[src/rtl/cfw_div.sv]
// ----------------------------------------------------------------------------
// cfw_div
// Pipelined restoring divider, one quotient bit per stage, side payload.
// ----------------------------------------------------------------------------
module cfw_div #(
    parameter int unsigned DW = 16,
    parameter int unsigned VW = 8,
    parameter int unsigned QW = 8,
    parameter int unsigned PW = 8
) (
    input  logic          clk,
    input  logic          rst_n,
    input  logic          en,
    input  logic          vld_in,
    input  logic [DW-1:0] dividend,
    input  logic [VW-1:0] divisor,
    input  logic [PW-1:0] pay_in,
    output logic          vld_out,
    output logic [QW-1:0] quot,
    output logic [PW-1:0] pay_out
);

    localparam int unsigned RW = DW + VW + QW;

    logic          vld_reg [QW];
    logic [RW-1:0] rem_reg [QW];
    logic [VW-1:0] dvs_reg [QW];
    logic [QW-1:0] q_reg   [QW];
    logic [PW-1:0] pay_reg [QW];

    for (genvar s = 0; s < QW; s++)
    begin : g_stage
        localparam int unsigned K = QW - 1 - s;
        logic          vld_in_s;
        logic [RW-1:0] rem_in;
        logic [VW-1:0] dvs_in;
        logic [QW-1:0] q_in;
        logic [PW-1:0] pay_in_s;
        logic [RW-1:0] sub;
        logic          ge;

        if (s == 0)
        begin : g_first
            assign vld_in_s = vld_in;
            assign rem_in   = RW'(dividend);
            assign dvs_in   = divisor;
            assign q_in     = '0;
            assign pay_in_s = pay_in;
        end
        else
        begin : g_next
            assign vld_in_s = vld_reg[s-1];
            assign rem_in   = rem_reg[s-1];
            assign dvs_in   = dvs_reg[s-1];
            assign q_in     = q_reg[s-1];
            assign pay_in_s = pay_reg[s-1];
        end

        assign sub = RW'(dvs_in) << K;
        assign ge  = rem_in >= sub;

        always_ff @(posedge clk or negedge rst_n)
        begin
            if (!rst_n)
            begin
                vld_reg[s] <= 1'b0;
            end
            else if (en)
            begin
                vld_reg[s] <= vld_in_s;
            end
        end

        always_ff @(posedge clk)
        begin
            if (en)
            begin
                rem_reg[s] <= ge ? rem_in - sub : rem_in;
                dvs_reg[s] <= dvs_in;
                q_reg[s]   <= q_in | (QW'(ge) << K);
                pay_reg[s] <= pay_in_s;
            end
        end
    end

    assign vld_out = vld_reg[QW-1];
    assign quot    = q_reg[QW-1];
    assign pay_out = pay_reg[QW-1];

endmodule

[config.mk]
export PLATFORM = sky130hd
export DESIGN_NAME = cfw_div
export DESIGN_NICKNAME = d
export VERILOG_FILES = /design/src/rtl/cfw_div.sv
export SDC_FILE = /design/constraint.sdc
export NUM_CORES = 1
export LEC_CHECK = 0
export BUFFER_PORTS_ARGS = -buffer_cell sky130_fd_sc_hd__buf_2
export CORE_ASPECT_RATIO = 0.75
export CORE_MARGIN = 2
export CORE_UTILIZATION = 51
export CTS_CLUSTER_SIZE = 30
export DETAILED_ROUTE_END_ITERATION = 10
export PLACE_DENSITY = 0.71
export SYNTH_ARGS = -nofsm -noshare
export SYNTH_HDL_FRONTEND = slang
export SYNTH_SLANG_ARGS = --single-unit
[constraint.sdc]
create_clock -name clk -period 4.2 [get_ports clk]
set_input_delay 0.21 -clock clk [delete_from_list [all_inputs] [get_ports clk]]
set_output_delay 0.21 -clock clk [all_outputs]
set_load 0.02 [all_outputs]
### After elaboration in Yosys (flattened, before gate mapping)

Memories as Yosys holds them, arrays and structs flattened.
Index checks and enable logic that the tools add are counted.

| cells by class | value |
|---|---|
| $add $sub $neg | 8 |
| order comparisons | 8 |
| multiplexer cells | 10 |
| bitwise gates (word level) | 7 |

Operators with widths:

| kind | number |
|---|---|
| $mux 32 | 8 |
| $ge 32x10->1 | 1 |
| $ge 32x11->1 | 1 |
| $ge 32x12->1 | 1 |
| $ge 32x13->1 | 1 |
| $ge 32x14->1 | 1 |
| $ge 32x8->1 | 1 |
| $ge 32x9->1 | 1 |
| $sub 32x10->32 | 1 |
| $sub 32x11->32 | 1 |
| $sub 32x12->32 | 1 |
| $sub 32x13->32 | 1 |
| $sub 32x14->32 | 1 |
| $sub 32x8->32 | 1 |
| $sub 32x9->32 | 1 |
| $sub 16x15->17 | 1 |
| $ge 16x15->1 | 1 |
| $or 8x1->8 | 1 |
| $or 8x2->8 | 1 |
| $or 8x3->8 | 1 |
| $or 8x4->8 | 1 |
| $or 8x5->8 | 1 |
| $or 8x6->8 | 1 |
| $or 8x7->8 | 1 |
| $mux 1 | 2 |

| storage, ports and cells | value |
|---|---|
| flip-flop bits (word level) | 8 |
| RAM bits | 448 |
| output and inout bits | 17 |
| memories kept | 4 |

Memories:

| memory | depth | bits a word | read ports | clocked after Yosys merged registers in | write ports | RTL line | text |
|---|---|---|---|---|---|---|---|
| rem_reg | 8 | 32 | 7 | 0 | 8 | 26 | `logic [RW-1:0] rem_reg [QW];` |
| dvs_reg | 8 | 8 | 7 | 0 | 8 | 27 | `logic [VW-1:0] dvs_reg [QW];` |
| pay_reg | 8 | 8 | 8 | 0 | 8 | 29 | `logic [PW-1:0] pay_reg [QW];` |
| q_reg | 8 | 8 | 8 | 0 | 8 | 28 | `logic [QW-1:0] q_reg [QW];` |

### Depth between registers and ports, before layout

An unclocked memory read counts as a cell.

| depth | value |
|---|---|
| depth in word-level cells | 3 |
| depth in mapped cells | 15 |
| depth with buffers taken out | 12 |

### Worst setup path after synthesis

Ideal clock, no wire load.

| timing | value |
|---|---|
| path kind | reg-to-reg |
| start | memory rem_reg[0][9] in the netlist's numbering |
| end | memory rem_reg[1][13] in the netlist's numbering (data pin) |
| setup time | 270 ps |
| arrival | 2726 ps |
| required time | 3930 ps |
| path slack | 1204 ps |
| stages on the path, launching flop included | 15 |
| path buffers | 3 |
| period minus slack after synthesis | 2996 ps |
| path through | edfxtp_1 > ha_1 > a21o_1 > a21o_1 > a221o_1 > a21oi_1 > nor2b_1 > clkbuf_1 > nor4_1 > ha_1 > o41ai_1 > clkbuf_1 > clkbuf_1 > nor2_1 > a21oi_1 |

RTL lines:

| element | RTL line |
|---|---|
| start: declaration | 26 |

==> impl_metrics.csv <==
group,metric,value,unit
global_routing,grt_antenna_before_repair,0,
finish,drive_above_1_share,0.105,
routing,wl_per_cell,14.8,um
sta,finalHoldViolCount,0,
yosys,synth_cell_type_count,78,
yosys,synthesis.instances,1274,
sta,period_needed,3.28,ns
sta,rsz0062_at_grt,"false",
yosys,ys_seq_area_frac,0.647,
yosys,synth.area.mux_share,0.0105,
critical_path,critPathArrivalTime,3.53,ns
yosys,ys_ff_latch,370,
routing,ant_nets,0,
clock_tree,htreeDepth,2,
yosys,synth_area_leaders,"edfxtp_1 (64%), ha_1 (4.8%), xor2_1 (3.3%)",
floorplanning,die-area,35000,um2
sta,whs,0.0581,ns
yosys,ys_warn_count,0,
yosys,synth_commonest_cells,"edfxtp_1 (362), inv_1 (88), nand2_1 (78), nor2_1 (78)",
sta,relSlewSlack,0.372,
yosys,synth_xor_area_frac,0.0650,
sta,worstMarginPinSlew,0.942,ns
sta,finClkSkew,0.0158,ns
yosys,synth_area_leader_cell,"edfxtp_1",
yosys,yosys.area_share.simple,0.124,
pwr,swShare,0.259,
finish,antennaDiodeCount,0,
critical_path,cp_num_buf_inv,1,
finish,nets,1500,
routing,via_per_inst,5.35,
global_routing,grt_pass1_wl,46500,um
pwr,combPwrFrac,0.172,
yosys,synthFlopType,"edfxtp_1",
finish,fill_cells,2548,
run_status,status,"completed",
pwr,clockPowerShare,0.326,
sta,fmax,0.305,GHz
finish,area_delta_synth_final,13.9,%
global_routing,gr-usage-all-layers,0.163,
routing,drt_iter0_drc,636,
hold_path,hold_path.class,"in -> async",
clock_tree,cts_root_buf,"clkbuf_16",
routing,wl,27600,um
clock_tree,clk_pin_slew,0.06,ns
pwr,powerDensity,506,nW/um2
yosys,netlist.area_leader.share,0.635,
critical_path,max_stage_delay,0.40,ns
finish,fin_area,19500,um2
placement,post-place-ws,0.986,ns
placement,port_buffers,52,
pwr,power.total,0.00986,W
routing,vias,10000,
sta,finalSetupTns,0,ns
floorplanning,rows,58,
pwr,p_seq_frac,0.502,
yosys,synth_fa_ha_area_frac,0.0557,
sta,setup_ws,0.922,ns
yosys,synth_most_common_cell,"edfxtp_1",
routing,drt_pass1_iterations,5,
finish,ff_latch_area,11100,um2
clock_tree,post_cts_buffers,0,
floorplanning,boundaryPins,53,
global_routing,first_global_vias,9778,
critical_path,start_kind,"flop",
clock_tree,cts_buffers,39,
placement,gp_congestion,0.900,
pwr,p_int,0.00731,W
pwr,leakagePower,7.15,nW
pwr,max-vdd-ir-drop,0.000319,V
yosys,synth_compound_area_frac,0.0732,
critical_path,cp_slowest_cell,"edfxtp_1",
run,maxCapViolations,0,
yosys,synth_edf_count,362,
critical_path,crit_family,"compound AO/OA/AOI/OAI gates",
floorplanning,start_util,0.514,
yosys,mappedNetlistArea,17100,um2
clock_tree,cts_tree,"built",
placement,dp_hpwl,19100,um
yosys,async_reset_ff_frac,0.0216,
floorplanning,die_h,163,um
finish,multi_input_area,5620,um2
sta,post-route-period-util,0.781,
critical_path,cp.required,4.46,ns
routing,drc_errors,0,
floorplanning,coreArea,33300,um2
critical_path,path_class,"reg -> reg",
pwr,switchingPower,0.00255,W
yosys,synthesis.nets,1382,
finish,largest_reg_flops,206,
critical_path,cp_max_fo,16,
global_routing,overflow,0,
sta,setup_violations,0,
floorplanning,fp.dieW,215,um
clock_tree,cts_buffer_depth,3,
critical_path,cp-end-kind,"flop",
global_routing,grt_max_degree,131,
sta,drv_slew,0,
critical_path,crit_chain,"ha_1 -> a21o_1 -> a21o_1 -> a221o_1 -> a21oi_1 -> nor2b_1 -> nor4_1 -> ha_1 -> o41ai_2 -> buf_4 -> nand3_1 -> o21ai_0",
clock_tree,clkLatencyLatePin,0.54,ns
yosys,synth_top_family_by_area,"simple AND/OR/NAND/NOR gates",
placement,dpl_cell_area,18000,um2
yosys,syn_area_per_cell,13.4,um2
clock_tree,cts_sinks,370,
## through the flow
| stage | utilization | std cells |
|---|---|---|
| floorplan | - | 1274 |
| global placement | 0.539 | 1769 |
| detailed placement | 0.539 | 1769 |
| CTS | 0.585 | 1872 |
| global route | 0.585 | 1872 |
| finish | 0.585 | 1872 |
## cell type report
cell class                      count  share of cell area
Clock buffer                       53              0.0550
Timing Repair Buffer               93              0.0351
Sequential cell                   370               0.568
Multi-Input combinational cell    798               0.289
Clock inverter                     18             0.00687
Inverter                           90              0.0173
Tap cell                          450              0.0289
## final timing paths
check / from / to / slack [ns] / cells after the start
worst max-delay path: rem_reg[0][9] / rem_reg[1][23] / 0.92 / 12
worst min-delay path: rst_n / g_stage[7].vld_in_s / 0.06 / 2
worst max register to register: rem_reg[0][9] / rem_reg[1][23] / 0.92 / 12
worst min register to register: q_reg[0][21] / q_reg[0][29] / 0.42 / 0
max in group asynchronous: rst_n / g_stage[5].vld_in_s / 3.98 / 2
min in group clk: dividend[15] / rem_reg[0][15] / 0.06 / 2
## power by group through the flow
stage	Combinational (W)	Clock, W	Sequential (W)
2_1_floorplan	0.00126	0	0.00494
3_3_place_gp	0.00160	0	0.00500
3_5_place_dp	0.00165	0	0.00502
4_1_cts	0.00169	0.00331	0.00495
5_1_grt	0.00191	0.00346	0.00501
6_report	0.00169	0.00322	0.00495
## metal layers
| layer | vias to the layer above | part of all wire | routed length, um | global-route usage |
|---|---|---|---|---|
| met4 | 0 | 0.027 | 745 | 0.0592 |
| met1 | 4682 | 0.46 | 12700 | 0.211 |
| met2 | 259 | 0.47 | 12900 | 0.272 |
| met5 | - | 0 | 0 | 0 |
| met3 | 64 | 0.047 | 1290 | 0.0349 |
| li1 | 5005 | - | - | - |
## placed cells by master (no fill, tap or decap), types with 7 or more instances in the layout
master         netlist  final
a21o_1              15     15
a21oi_1             52     52
and3_1               7      7
buf_2                1     51
buf_4                2      7
clkbuf_1            11     12
clkbuf_16            0     41
clkinv_1             0      9
dfrtp_1              8      8
dlygate4sd3_1        0     32
edfxtp_1           362    362
fa_1                 7      7
ha_1                65     65
inv_1               88     88
mux2_2              15     15
nand2_1             78     78
nand2b_1            23     23
nand3_1             22     22
nand4_1             11     11
nand4b_1             7      7
nor2_1              78     78
nor2b_1             16     16
nor3_1              44     44
nor3b_1              7      7
nor4_1              42     42
o21a_1              15     15
o21ai_0             47     47
o21ai_1              7      7
o31ai_1             14     14
or3_1               12     12
or4_1                8      8
xnor2_1             62     62
xor2_1              65     65
## kinds of logic after synthesis
group                    after synthesis
AND/OR/NAND/NOR                      390
flip-flops                           370
AO/OA/AOI/OAI                        193
XOR/XNOR                             127
buffers and inverters                106
adder cells (fa/ha/maj)               72
multiplexers                          16
## repair_timing
action	in CTS	in global routing
hold buffers	32	0
hold endpoints to repair	39	0
gates resized for setup	0	0
Note: power is estimated with default switching activity, not from simulation.
